--- config.mk ---
export PLATFORM = sky130hd
export DESIGN_NAME = ame_ctrl
export DESIGN_NICKNAME = d
export VERILOG_FILES = /design/src/sv/ame_pkg.sv /design/src/sv/ame_ctrl.sv
export SDC_FILE = /design/constraint.sdc
export NUM_CORES = 1
export LEC_CHECK = 0
export BUFFER_PORTS_ARGS = -buffer_cell sky130_fd_sc_hd__buf_2
export CAP_MARGIN = 20
export CORE_ASPECT_RATIO = 1.2
export CORE_MARGIN = 4
export CORE_UTILIZATION = 51
export DETAILED_ROUTE_END_ITERATION = 8
export PLACE_DENSITY = 0.8
export SYNTH_ARGS = -nofsm -noshare
export SYNTH_HDL_FRONTEND = slang
export SYNTH_SLANG_ARGS = --single-unit
--- constraint.sdc ---
create_clock -name clk_i -period 3.1 [get_ports clk_i]
set_clock_uncertainty 0.15 [all_clocks]
set_input_delay 0.62 -clock clk_i [delete_from_list [all_inputs] [get_ports clk_i]]
set_output_delay 0.62 -clock clk_i [all_outputs]
set_load 0.01 [all_outputs]
--- src/sv/ame_pkg.sv ---
// ----------------------------------------------------------------------------
// ame_pkg: shared types and constants
// Opcodes, status codes and controller/datapath command and status structs.
// ----------------------------------------------------------------------------
package ame_pkg;

  localparam int unsigned PcBits  = 9;
  localparam int unsigned OutBits = 32;

  // opcodes
  localparam logic [3:0] OpAdd    = 4'd1;
  localparam logic [3:0] OpSub    = 4'd2;
  localparam logic [3:0] OpMul    = 4'd3;
  localparam logic [3:0] OpDiv    = 4'd4;
  localparam logic [3:0] OpJmp    = 4'd5;
  localparam logic [3:0] OpJmpn   = 4'd6;
  localparam logic [3:0] OpJmpp   = 4'd7;
  localparam logic [3:0] OpJmpz   = 4'd8;
  localparam logic [3:0] OpCopy   = 4'd9;
  localparam logic [3:0] OpLoad   = 4'd10;
  localparam logic [3:0] OpStore  = 4'd11;
  localparam logic [3:0] OpInput  = 4'd12;
  localparam logic [3:0] OpOutput = 4'd13;
  localparam logic [3:0] OpStop   = 4'd14;

  // status codes
  localparam logic [2:0] StOk       = 3'd0;
  localparam logic [2:0] StOutput   = 3'd1;
  localparam logic [2:0] StStopped  = 3'd2;
  localparam logic [2:0] StBadPc    = 3'd3;
  localparam logic [2:0] StBadOp    = 3'd4;
  localparam logic [2:0] StBadAddr  = 3'd5;
  localparam logic [2:0] StDivZero  = 3'd6;
  localparam logic [2:0] StHalted   = 3'd7;

  // memory read address select
  typedef enum logic [1:0] {
    RaPc   = 2'd0,
    RaOpA  = 2'd1,
    RaWord = 2'd2
  } raddr_sel_e;

  // datapath commands from the controller
  typedef struct packed {
    logic       load_in;    // capture the input word
    logic       mem_rd;     // issue a memory read
    raddr_sel_e rd_sel;
    logic       pc_inc;
    logic       cap_inst;   // capture read data as opcode word
    logic       cap_a;      // capture read data as operand a
    logic       cap_b;      // capture read data as operand b
    logic       cap_data;   // capture read data as data word
    logic       wr_host;    // host memory write
    logic       wr_acc;     // store acc at operand a
    logic       wr_in;      // store input value at operand a
    logic       wr_copy;    // store data word at operand b
    logic       jump;       // jump to operand a (checked)
    logic       acc_alu;    // acc <- add/sub/load result
    logic       mul_go;
    logic       div_start;
    logic       acc_mul;
    logic       acc_div;
    logic       show_data;  // output_value <- data word
    logic       res_load;   // copy pc, acc and output_value to the result register
  } dp_cmd_t;

  // datapath status to the controller
  typedef struct packed {
    logic       pc_ok;
    logic       a_ok;
    logic       b_ok;
    logic [3:0] op;
    logic       inst_known; // opcode word is a legal small value
    logic       data_zero;
    logic       acc_neg;
    logic       acc_zero;
    logic       div_done;
  } dp_stat_t;

endpackage

--- src/sv/ame_ctrl.sv ---
// ----------------------------------------------------------------------------
// ame_ctrl: instruction sequencer
// Steps fetch, operand reads, execute and result handoff for each execute word.
// ----------------------------------------------------------------------------
module ame_ctrl (
  input  logic                 clk_i,
  input  logic                 rst_ni,
  input  logic                 in_valid_i,
  input  logic                 in_op_i,
  output logic                 in_ready_o,
  output logic                 out_valid_o,
  input  logic                 out_ready_i,
  output logic [2:0]           status_o,
  output logic                 used_input_o,
  output ame_pkg::dp_cmd_t     cmd_o,
  input  ame_pkg::dp_stat_t    stat_i
);
  import ame_pkg::*;

  localparam logic [3:0] SIdle  = 4'd0;
  localparam logic [3:0] SFetch = 4'd1;
  localparam logic [3:0] SInst  = 4'd2;
  localparam logic [3:0] SOpA   = 4'd3;
  localparam logic [3:0] SOpB   = 4'd4;
  localparam logic [3:0] SDecode= 4'd5;
  localparam logic [3:0] SData  = 4'd6;
  localparam logic [3:0] SExec  = 4'd7;
  localparam logic [3:0] SMul   = 4'd8;
  localparam logic [3:0] SDiv   = 4'd9;
  localparam logic [3:0] SDone  = 4'd10;
  localparam logic [3:0] SHost  = 4'd11;
  localparam logic [3:0] SRdA   = 4'd12;
  localparam logic [3:0] SRdB   = 4'd13;
  localparam logic [3:0] SDivW  = 4'd14;

  logic [3:0] state_q, state_d;
  logic [2:0] st_q, st_d;
  logic       used_q, used_d, halt_q, halt_d, ovalid_q, ovalid_d, copy_q, copy_d;
  logic [2:0] res_st_q;
  logic       res_used_q;

  function automatic logic needs_addr(input logic [3:0] op);
    return op == OpAdd || op == OpSub || op == OpMul || op == OpDiv ||
           op == OpLoad || op == OpStore || op == OpInput || op == OpOutput;
  endfunction

  always_comb begin
    cmd_o    = '0;
    state_d  = state_q;
    st_d     = st_q;
    used_d   = used_q;
    halt_d   = halt_q;
    ovalid_d = ovalid_q;
    copy_d   = copy_q;
    if (ovalid_q && out_ready_i) begin
      ovalid_d = 1'b0;
    end
    case (state_q)
      SIdle: begin
        if (in_valid_i && in_ready_o) begin
          cmd_o.load_in = 1'b1;
          st_d   = StOk;
          used_d = 1'b0;
          if (!in_op_i) begin
            state_d = SHost;
          end else if (halt_q) begin
            st_d    = StHalted;
            state_d = SDone;
          end else begin
            state_d = SFetch;
          end
        end
      end
      SHost: begin
        cmd_o.wr_host = 1'b1;
        state_d = SDone;
      end
      SFetch: begin
        // fetch the opcode word
        if (!stat_i.pc_ok) begin
          st_d = StBadPc; state_d = SDone;
        end else begin
          cmd_o.mem_rd = 1'b1; cmd_o.rd_sel = RaPc; cmd_o.pc_inc = 1'b1;
          state_d = SInst;
        end
      end
      SInst: begin
        cmd_o.cap_inst = 1'b1;
        state_d = SOpA;
      end
      SOpA: begin
        if (stat_i.inst_known && stat_i.op == OpStop) begin
          st_d = StStopped; state_d = SDone;
        end else if (!stat_i.pc_ok) begin
          st_d = StBadPc; state_d = SDone;
        end else begin
          cmd_o.mem_rd = 1'b1; cmd_o.rd_sel = RaPc; cmd_o.pc_inc = 1'b1;
          state_d = SRdA;
        end
      end
      SRdA: begin
        cmd_o.cap_a = 1'b1;
        copy_d = stat_i.inst_known && stat_i.op == OpCopy;
        state_d = (stat_i.inst_known && stat_i.op == OpCopy) ? SOpB : SDecode;
      end
      SOpB: begin
        if (!stat_i.pc_ok) begin
          st_d = StBadPc; state_d = SDone;
        end else begin
          cmd_o.mem_rd = 1'b1; cmd_o.rd_sel = RaPc; cmd_o.pc_inc = 1'b1;
          state_d = SRdB;
        end
      end
      SRdB: begin
        cmd_o.cap_b = 1'b1;
        state_d = SDecode;
      end
      SDecode: begin
        state_d = SDone;
        if (!stat_i.inst_known) begin
          st_d = StBadOp;
        end else if (copy_q) begin
          if (!stat_i.a_ok || !stat_i.b_ok) begin
            st_d = StBadAddr;
          end else begin
            cmd_o.mem_rd = 1'b1; cmd_o.rd_sel = RaOpA; state_d = SData;
          end
        end else begin
          case (stat_i.op)
            OpJmp:  cmd_o.jump = 1'b1;
            OpJmpn: cmd_o.jump = stat_i.acc_neg;
            OpJmpp: cmd_o.jump = !stat_i.acc_neg && !stat_i.acc_zero;
            OpJmpz: cmd_o.jump = stat_i.acc_zero;
            default: begin
              if (!needs_addr(stat_i.op)) begin
                st_d = StBadOp;
              end else if (!stat_i.a_ok) begin
                st_d = StBadAddr;
              end else if (stat_i.op == OpStore) begin
                cmd_o.wr_acc = 1'b1;
              end else if (stat_i.op == OpInput) begin
                cmd_o.wr_in = 1'b1; used_d = 1'b1;
              end else begin
                cmd_o.mem_rd = 1'b1; cmd_o.rd_sel = RaWord; state_d = SData;
              end
            end
          endcase
        end
      end
      SData: begin
        cmd_o.cap_data = 1'b1;
        state_d = SExec;
      end
      SExec: begin
        state_d = SDone;
        if (copy_q) begin
          cmd_o.wr_copy = 1'b1;
        end else begin
          case (stat_i.op)
            OpMul:    begin cmd_o.mul_go = 1'b1; state_d = SMul; end
            OpDiv: begin
              if (stat_i.data_zero) begin
                st_d = StDivZero;
              end else begin
                cmd_o.div_start = 1'b1; state_d = SDivW;
              end
            end
            OpOutput: begin cmd_o.show_data = 1'b1; st_d = StOutput; end
            default:  cmd_o.acc_alu = 1'b1;
          endcase
        end
      end
      SMul: begin
        cmd_o.acc_mul = 1'b1;
        state_d = SDone;
      end
      SDivW: begin
        state_d = SDiv;
      end
      SDiv: begin
        if (stat_i.div_done) begin
          cmd_o.acc_div = 1'b1;
          state_d = SDone;
        end
      end
      SDone: begin
        // hand the result to the output register once it is free
        if (!ovalid_d) begin
          ovalid_d = 1'b1;
          cmd_o.res_load = 1'b1;
          if (st_q >= StStopped && st_q != StHalted) begin
            halt_d = 1'b1;
          end
          state_d = SIdle;
        end
      end
      default: state_d = SIdle;
    endcase
  end

  always_ff @(posedge clk_i or negedge rst_ni) begin
    if (!rst_ni) begin
      state_q    <= SIdle;
      st_q       <= StOk;
      used_q     <= 1'b0;
      halt_q     <= 1'b0;
      ovalid_q   <= 1'b0;
      copy_q     <= 1'b0;
      res_st_q   <= StOk;
      res_used_q <= 1'b0;
    end else begin
      state_q  <= state_d;
      st_q     <= st_d;
      used_q   <= used_d;
      halt_q   <= halt_d;
      ovalid_q <= ovalid_d;
      copy_q   <= copy_d;
      if (cmd_o.res_load) begin
        res_st_q   <= st_q;
        res_used_q <= used_q;
      end
    end
  end

  // the output holds while the next word is taken but not done
  assign in_ready_o   = state_q == SIdle;
  assign out_valid_o  = ovalid_q;
  assign status_o     = res_st_q;
  assign used_input_o = res_used_q;

`ifndef SYNTH
  a_one_write: assert property (@(posedge clk_i) disable iff (!rst_ni)
    $countones({cmd_o.wr_host, cmd_o.wr_acc, cmd_o.wr_in, cmd_o.wr_copy}) <= 1)
    else $error("more than one memory write");
  a_halt_sticky: assert property (@(posedge clk_i) disable iff (!rst_ni)
    halt_q |=> halt_q)
    else $error("halt cleared");
  a_used_input: assert property (@(posedge clk_i) disable iff (!rst_ni)
    cmd_o.wr_in |=> used_q)
    else $error("input store not flagged");
`endif

endmodule

After elaboration in Yosys (flattened, before gate mapping)
Index checks and enable logic that the tools add are counted.
Widths: inputs -> output; s select.
{ "word_totals": {"reg_bits": 15, "latchBits": 0, "wordCells": 180, "out_inout_bits": 27, "mem_bits_rw": 0, "input_bits": 17, "rom_bits": 0, "n_memories": 0} }
{ "op_classes": {"n_div": 0, "shift": 0, "reduce_logical": 29, "mux": 96, "mul": 0, "n_lt_le_gt_ge": 1, "bitwise": 1, "n_eq_ne": 45, "add_sub_neg": 0} }
{ "ops": {"columns": ["op", "count"], "rows": [
  ["$mux 3", 27],
  ["$mux 4", 17],
  ["$eq 4x4->1 const B", 14],
  ["$pmux 4 s14", 1],
  ["$mux 1", 38],
  ["$eq 4x3->1 const B", 8],
  ["$ne 2x2->1 const B", 10],
  ["$eq 4x2->1 const B", 4],
  ["$pmux 3 s5", 1],
  ["$mux 2", 6],
  ["$pmux 3 s2", 2],
  ["$ne 3x3->1 const B", 3],
  ["$pmux 3 s3", 1],
  ["$reduce_and 9->1", 1],
  ["$eq 4x1->1 const B", 2],
  ["$logic_or 1x1->1", 8],
  ["$ne 4x4->1 const B", 2],
  ["$reduce_and 8->1", 1],
  ["$logic_and 1x1->1", 6],
  ["$reduce_and 3->1", 2],
  ["$ne 5x5->1 const B", 1],
  ["$reduce_bool 5->1", 1],
  ["$logic_not 1->1", 4],
  ["$logic_not 4->1", 1],
  ["other kinds (9)", 11]
]} }

Longest topological paths before layout
Gate-level depths: netlist of run 1.
{ "depth": {"depth_word": 13, "ltp_mapped": 8, "ltp_nobuf": 6} }

Least setup slack after synthesis of run 1
No wires, ideal clock.
{ "synth_path": {"path_kind": "input to output", "startpoint": "input port stat_i[7] (netlist name)", "endpoint": "output port cmd_o[19] (netlist name)", "path_buffers": 1, "stages": 7, "path_slack_ns": 0.416, "t_arrival_ns": 1.914, "cell_sequence": "buf_2 -> nor2b_2 -> a21oi_1 -> a21oi_1 -> or3_4 -> a211o_1 -> nand2b_1"} }
{ "synth_rtl": {"columns": ["element", "line", "rtl"], "rows": [
  ["start: declaration", "ame_ctrl.sv:16", "input ame_pkg::dp_stat_t stat_i"],
  ["end: declaration", "ame_ctrl.sv:15", "output ame_pkg::dp_cmd_t cmd_o,"]
]} }

==> results of run 1 <==
[power by group through the flow]
stage	sequential (mW)	combinational (mW)	clock [mW]
final	0.371	0.886	0.124
after global routing	0.384	0.975	0.140
after CTS	0.369	0.875	0.126
after detailed placement	0.373	0.870	0
after global placement	0.371	0.861	0
after floorplan	0.333	0.645	0
[final cells by class]
| class | instances | area (um2) |
|---|---|---|
| fillers | 237 | 892 |
| clock buffers | 3 | 22.5 |
| clock inverters | 1 | 7.51 |
| flip-flops and latches | 15 | 375 |
| well taps | 33 | 41.3 |
| multi-input cells | 156 | 955 |
| repair buffers | 51 | 275 |
| inverters | 9 | 33.8 |
[final timing paths]
kind | endpoint | slack (ns) | depth (start not counted)
min in group clk_i | used_q$_DFFE_PN0P_ | 0.34 | 1
max in group asynchronous | out_valid_o$_DFF_PN0_ | 2.46 | 1
setup / recovery | cmd_o[19] | 0.16 | 8
hold / removal | state_q[2]$_DFFE_PN0P_ | 0.07 | 1
setup reg to reg | st_q[1]$_DFFE_PN0P_ | 0.91 | 6
hold reg to reg | used_q$_DFFE_PN0P_ | 0.34 | 1
[registers in the layout, indices dropped and copies added, names as in the netlist]
signal and flops:
halt_q 1, state_q 4, status_o 3, out_valid_o 1, used_input_o 1, copy_q 1, used_q 1, st_q 3
[stage by stage]
stage,cells,instance area [um2]
final,268,1710
after global routing,268,1710
after CTS,268,1710
after floorplan,192,1420
after detailed placement,264,1680
after global placement,264,1680
[cell usage after synthesis, types with 3 or more instances]
cell	count	area [um2]
sky130_fd_sc_hd__nor3b_1	4	30.0
sky130_fd_sc_hd__dfrtp_1	15	375
sky130_fd_sc_hd__mux2_2	5	56.3
sky130_fd_sc_hd__a21oi_1	9	45.0
sky130_fd_sc_hd__o21ai_0	13	65.1
sky130_fd_sc_hd__clkbuf_1	6	22.5
sky130_fd_sc_hd__nand2_1	24	90.1
sky130_fd_sc_hd__o21bai_1	3	22.5
sky130_fd_sc_hd__nand3_1	4	20.0
sky130_fd_sc_hd__nor3_1	13	65.1
sky130_fd_sc_hd__o22a_1	4	35.0
sky130_fd_sc_hd__nand2b_1	9	56.3
sky130_fd_sc_hd__nor2_1	20	75.1
sky130_fd_sc_hd__buf_2	5	25.0
sky130_fd_sc_hd__nor2b_1	4	25.0
sky130_fd_sc_hd__inv_1	9	33.8
[kinds of logic (layout without fill, tap and decap cells)]
kind of cell	Yosys count	after routing
xor+xnor	1	1
simple gates	94	94
buf+inv	21	64
compound gates	55	55
mux	6	6
flops	15	15
[worst reg2reg max path, cell delays in order, from the launching register on]
cell and delay (ns):
sky130_fd_sc_hd__dfrtp_1 0.71, sky130_fd_sc_hd__nand2b_1 0.17, sky130_fd_sc_hd__nor2_1 0.26, sky130_fd_sc_hd__nand2_1 0.18
sky130_fd_sc_hd__o2111ai_2 0.33, sky130_fd_sc_hd__a31oi_1 0.08, sky130_fd_sc_hd__o22a_1 0.21
[routing by layer]
metal | vias to the layer above | GRT usage | wire, um
met5 | - | 0 | 0
met3 | 7 | 0.0314 | 360
met2 | 82 | 0.393 | 1920
met1 | 740 | 0.276 | 1690
li1 | 785 | - | -
met4 | 0 | 0.101 | 64
==> impl_metrics.json, run 1 <==
{
  "status": "complete, no violations",
  "synthesis.yosys.warnings": 0,
  "post_synth_num_cell_types": 48,
  "worstSkewPairLatency_ns": 0.30,
  "relSlewSlack": 0.629,
  "ctsHtreeMaxLevel": 1,
  "die_area_um2": 3690,
  "postRouteWirelength_mm": 4.04,
  "cpMaxStageDelayCell": "sky130_fd_sc_hd__or3_4",
  "yosys-mux-area-fraction": 0.0504,
  "setup.worst_path.class": "primary input to output pin",
  "layout_min_cycle_time_ns": 2.94,
  "finalSetupViolations": 0,
  "dr_total_vias": 1614,
  "cts_post_setup_buffers_inserted": 0,
  "largest_family_of_logic_cells_by_synthesized_area": "simple AND/OR/NAND/NOR gates",
  "p_comb_frac": 0.642,
  "groute.usage.overall": 0.226,
  "path_clk_slew_ns": 0.11,
  "tritoncts_num_sinks": 15,
  "post_synth_instance_area_um2": 1420,
  "irDropWorstVdd_mv": 0.486,
  "cts_resizes": 0,
  "drt-pass1-iter-count": 6,
  "io_buffers": 43,
  "timing.critical_path.cells": "buf_2 > nor2b_4 > o2111a_1 > nor2_1 > or3_4 > a211o_1 > nand2b_1 > buf_2",
  "worst-path-buf-inv": 2,
  "min_period_over_period": 0.948,
  "critical_path.top_delay_family": "simple AND/OR/NAND/NOR gates",
  "die_width_um": 56.1,
  "detail_route.iter0.violations": 66,
  "p_clk_frac": 0.090,
  "p_int_uw": 697,
  "finalWeightedCongestion": 0.935,
  "layout_common_cells": "sky130_fd_sc_hd__buf_2, sky130_fd_sc_hd__nand2_1, sky130_fd_sc_hd__nor2_1",
  "critPathMaxStageDelay_ns": 0.38,
  "ys_seq_elements": 15,
  "power_frac_seq": 0.269,
  "initial_antenna_violation_count": 0,
  "mostFrequentLayoutCell": "sky130_fd_sc_hd__buf_2",
  "synthCells": 192,
  "total_net_switching_power_uw": 683,
  "postRouteAntennaNets": 0,
  "tritoncts_clock_tree": "built",
  "grt_max_degree": 21,
  "final.hold.worst_slack_ns": 0.0678,
  "synth_flop_cell": "sky130_fd_sc_hd__dfrtp_1",
  "floorplan.io_pins": 44,
  "post_route_cells_drive_above_1_share": 0.289,
  "synth_seq_area_share": 0.265,
  "critical-path-top-cell-by-count": "sky130_fd_sc_hd__buf_2",
  "netSwitchingFraction": 0.495,
  "r2r-start": "state_q[0]$_DFFE_PN0P_",
  "wl_per_cell_um": 15.1,
  "worstSetupStartpoint": "stat_i[8]",
  "unrepaired_setup_endpoints_after_global_routing": "false",
  "final_nets": 253,
  "report.final.slew_viol_count": 0,
  "setup.worst_path.end_class": "output pin",
  "core_box_area_um2": 2600,
  "post_cts_hold_buffer_count": 0,
  "dp_hpwl_mm": 3.08,
  "max_clk_rate_mhz": 340,
  "p_leak_nw": 0.794,
  "crit_fanout": 8,
  "yosys.area_share.simple": 0.349,
  "synth_compound_area_frac": 0.269,
  "n_antenna_cell": 0,
  "root_buffer": "sky130_fd_sc_hd__clkbuf_4",
  "timing.hold.worst.class": "primary input to asynchronous set/reset pin",
  "final_critical_path_setup_slack_ns": 0.161,
  "initial_core_util": 0.544,
  "post_synth_xor_area_fraction": 0.00619,
  "first_global_vias": 1436,
  "cp_data_required_time_ns": 2.33,
  "setup.worst_path.start_class": "primary input",
  "cts_inserted_buffers": 3,
  "arrival_ns": 2.17,
  "post-place-ws_ns": 0.162,
  "die_height_um": 65.7,
  "gr_ovfl_total": 0,
  "detail_route.drc_violations": 0,
  "viasPerCell": 6.02,
  "syn_avg_cell_area_um2": 7.37,
  "clock_tree.buffer_depth": 2,
  "design_power_total_mw": 1.38,
  "drv.max_cap_violation_count": 0,
  "synth_async_sr_flop_share": 1.00,
  "syn2layout_area_growth_pct": 20.9,
  "finalHoldViolations": 0,
  "tightest_slew_ns": 0.557,
  "synth-edff-count": 0,
  "grt_pass1_wl_mm": 6.62,
  "mappedNetlistNets": 209,
  "cellPowerDensity_nw_per_um2": 807,
  "finalSetupTns_ns": 0,
  "num_rows": 20,
  "layout.core_utilization": 0.657,
  "synthAdderAreaFrac": 0
}
Note: power is estimated with default switching activity, not from simulation.
==> run 2: changes to the inputs <==
CORE_UTILIZATION = 46   (was 51)
PLACE_DENSITY = 0.76   (was 0.8)
clock period = 2.5 ns   (was 3.1 ns; I/O delays follow)
==> impl_metrics.json, run 2 (synthesis gave the netlist of run 1 again) <==
{
  "status": "complete, but fails checks",
  "failed_checks": "setup timing",
  "report.final.slew_viol_count": 0,
  "largest_register_ffs": 4,
  "final_cell_count_no_fill": 298,
  "p_int_uw": 941,
  "num_rows": 21,
  "cp_data_required_time_ns": 1.85,
  "detailed_place.area_um2": 1850,
  "layout_common_cells": "sky130_fd_sc_hd__buf_2, sky130_fd_sc_hd__buf_4, sky130_fd_sc_hd__nand2_1",
  "viasPerCell": 5.77,
  "tritoncts_clock_tree": "built",
  "post_route_cells_drive_above_1_share": 0.367,
  "first_global_vias": 1587,
  "dr_total_vias": 1718,
  "die_area_um2": 4030,
  "irDropWorstVdd_mv": 0.845,
  "initial_antenna_violation_count": 0,
  "relSlewSlack": 0.717,
  "p_clk_frac": 0.076,
  "cts_inserted_buffers": 3,
  "initial_core_util": 0.494,
  "min_period_over_period": 1.06,
  "max_clk_rate_mhz": 379,
  "timing.critical_path.cells": "nand3b_1 > nor3_2 > nor2_1 > or3_4 > a211o_1 > nand2b_1 > buf_2",
  "p_leak_nw": 0.939,
  "die_width_um": 58.6,
  "path_clk_slew_ns": 0.08,
  "setup.worst_path.start_class": "flop",
  "detail_route.drc_violations": 0,
  "arrival_ns": 1.99,
  "regMostFlops": "state_q",
  "groute.usage.overall": 0.228,
  "die_height_um": 68.8,
  "postRouteWirelength_mm": 4.46,
  "worstSkewPairLatency_ns": 0.28,
  "placed_cells_incl_taps": 287,
  "postRouteAntennaNets": 0,
  "n_antenna_cell": 0,
  "final_nets": 282,
  "io_buffers": 43,
  "netSwitchingFraction": 0.476,
  "power_frac_seq": 0.251,
  "tightest_slew_ns": 0.420,
  "total_net_switching_power_uw": 853,
  "cpMaxStageDelayCell": "sky130_fd_sc_hd__dfrtp_1",
  "gr_ovfl_total": 0,
  "critical_path.top_delay_family": "simple AND/OR/NAND/NOR gates",
  "critPathMaxStageDelay_ns": 0.43,
  "wl_per_cell_um": 15.0,
  "unrepaired_setup_endpoints_after_global_routing": "true",
  "layout_min_cycle_time_ns": 2.64,
  "grt_pass1_wl_mm": 7.10,
  "timing.hold.worst.class": "primary input to flop",
  "post-place-ws_ns": -0.129,
  "root_buffer": "sky130_fd_sc_hd__clkbuf_4",
  "ctsHtreeMaxLevel": 1,
  "core_box_area_um2": 2860,
  "worst-path-buf-inv": 1,
  "floorplan.io_pins": 44,
  "grt_max_degree": 21,
  "final_critical_path_setup_slack_ns": -0.139,
  "crit_fanout": 5,
  "finalSetupViolations": 3,
  "drv.max_cap_violation_count": 0,
  "p_comb_frac": 0.672,
  "finalHoldViolations": 0,
  "stdcell_area_um2": 1940,
  "setup.worst_path.end_class": "output pin",
  "cellPowerDensity_nw_per_um2": 925,
  "syn2layout_area_growth_pct": 37.0,
  "dp_hpwl_mm": 3.43,
  "mostFrequentLayoutCell": "sky130_fd_sc_hd__buf_2",
  "detail_route.iter0.violations": 86,
  "finalWeightedCongestion": 0.917,
  "drt-pass1-iter-count": 4,
  "setup.worst_path.class": "flop to output pin",
  "clock_tree.buffer_depth": 2,
  "tritoncts_num_sinks": 15
}
## run 2: cell count changes in the layout (fill, tap and decap cells not counted)
cell / previous run / this run
sky130_fd_sc_hd__nor4_2: 0 / 1
sky130_fd_sc_hd__clkinvlp_4: 1 / 0
sky130_fd_sc_hd__buf_4: 8 / 35
sky130_fd_sc_hd__dlygate4sd3_1: 0 / 1
sky130_fd_sc_hd__buf_6: 0 / 1
sky130_fd_sc_hd__dfrtp_2: 0 / 1
sky130_fd_sc_hd__clkbuf_1: 0 / 1
sky130_fd_sc_hd__dfrtp_1: 15 / 14
sky130_fd_sc_hd__nor4_1: 2 / 1
## run 2: power by group through the flow
stage          logic [mW]  clock network (mW)  registers (mW)
2_1_floorplan       0.800                   0           0.413
3_3_place_gp         1.16                   0           0.447
3_5_place_dp         1.18                   0           0.453
4_1_cts              1.19               0.138           0.447
5_1_grt              1.33               0.151           0.463
6_report             1.21               0.137           0.451
## run 2: per-stage QoR
step / hold WS (ns) / power (mW) / utilization / setup TNS [ns]
global placement: 0.261 / 1.61 / 0.645 / -0.130
floorplan: 0.0544 / 1.21 / - / 0
global route: 0.307 / 1.94 / 0.677 / -0.775
finish: 0.312 / 1.79 / 0.677 / -0.242
CTS: 0.306 / 1.78 / 0.674 / -0.217
detailed placement: 0.264 / 1.63 / 0.645 / -0.153
## run 2: path summary, 6_finish.rpt
| path | from | endpoint | slack [ns] | depth (start not counted) |
|---|---|---|---|---|
| hold reg to reg | used_q$_DFFE_PN0P_ | used_q$_DFFE_PN0P_ | 0.35 | 1 |
| setup / recovery | copy_q$_DFFE_PN0P_ | cmd_o[19] | -0.14 | 7 |
| min in group asynchronous | rst_ni | status_o[0]$_DFFE_PN0P_ | 0.50 | 2 |
| max in group asynchronous | rst_ni | state_q[1]$_DFFE_PN0P_ | 1.44 | 2 |
| hold / removal | stat_i[0] | state_q[0]$_DFFE_PN0P_ | 0.31 | 2 |
| setup reg to reg | copy_q$_DFFE_PN0P_ | st_q[0]$_DFFE_PN0P_ | 0.26 | 11 |
## run 2: timing repair
item                       in CTS  in global routing
hold buffers                    1                  0
pin swaps                       6                  1
setup endpoints to repair       2                  8
hold endpoints to repair       15                  0
setup buffers                   5                  1
gates resized for setup         2                  1
## run 2: cell type report
class	instances	area (um2)
clock buffer	4	26.3
fill	274	925
multi-input combinational	156	961
inverter	9	33.8
tap	34	42.5
sequential	15	377
timing repair buffer	80	499
## run 2: routing by layer
| metal | share of wire | global-route usage |
|---|---|---|
| met5 | 0 | 0 |
| met3 | 0.067 | 0.0372 |
| met2 | 0.50 | 0.412 |
| met1 | 0.41 | 0.276 |
| met4 | 0.019 | 0.0680 |
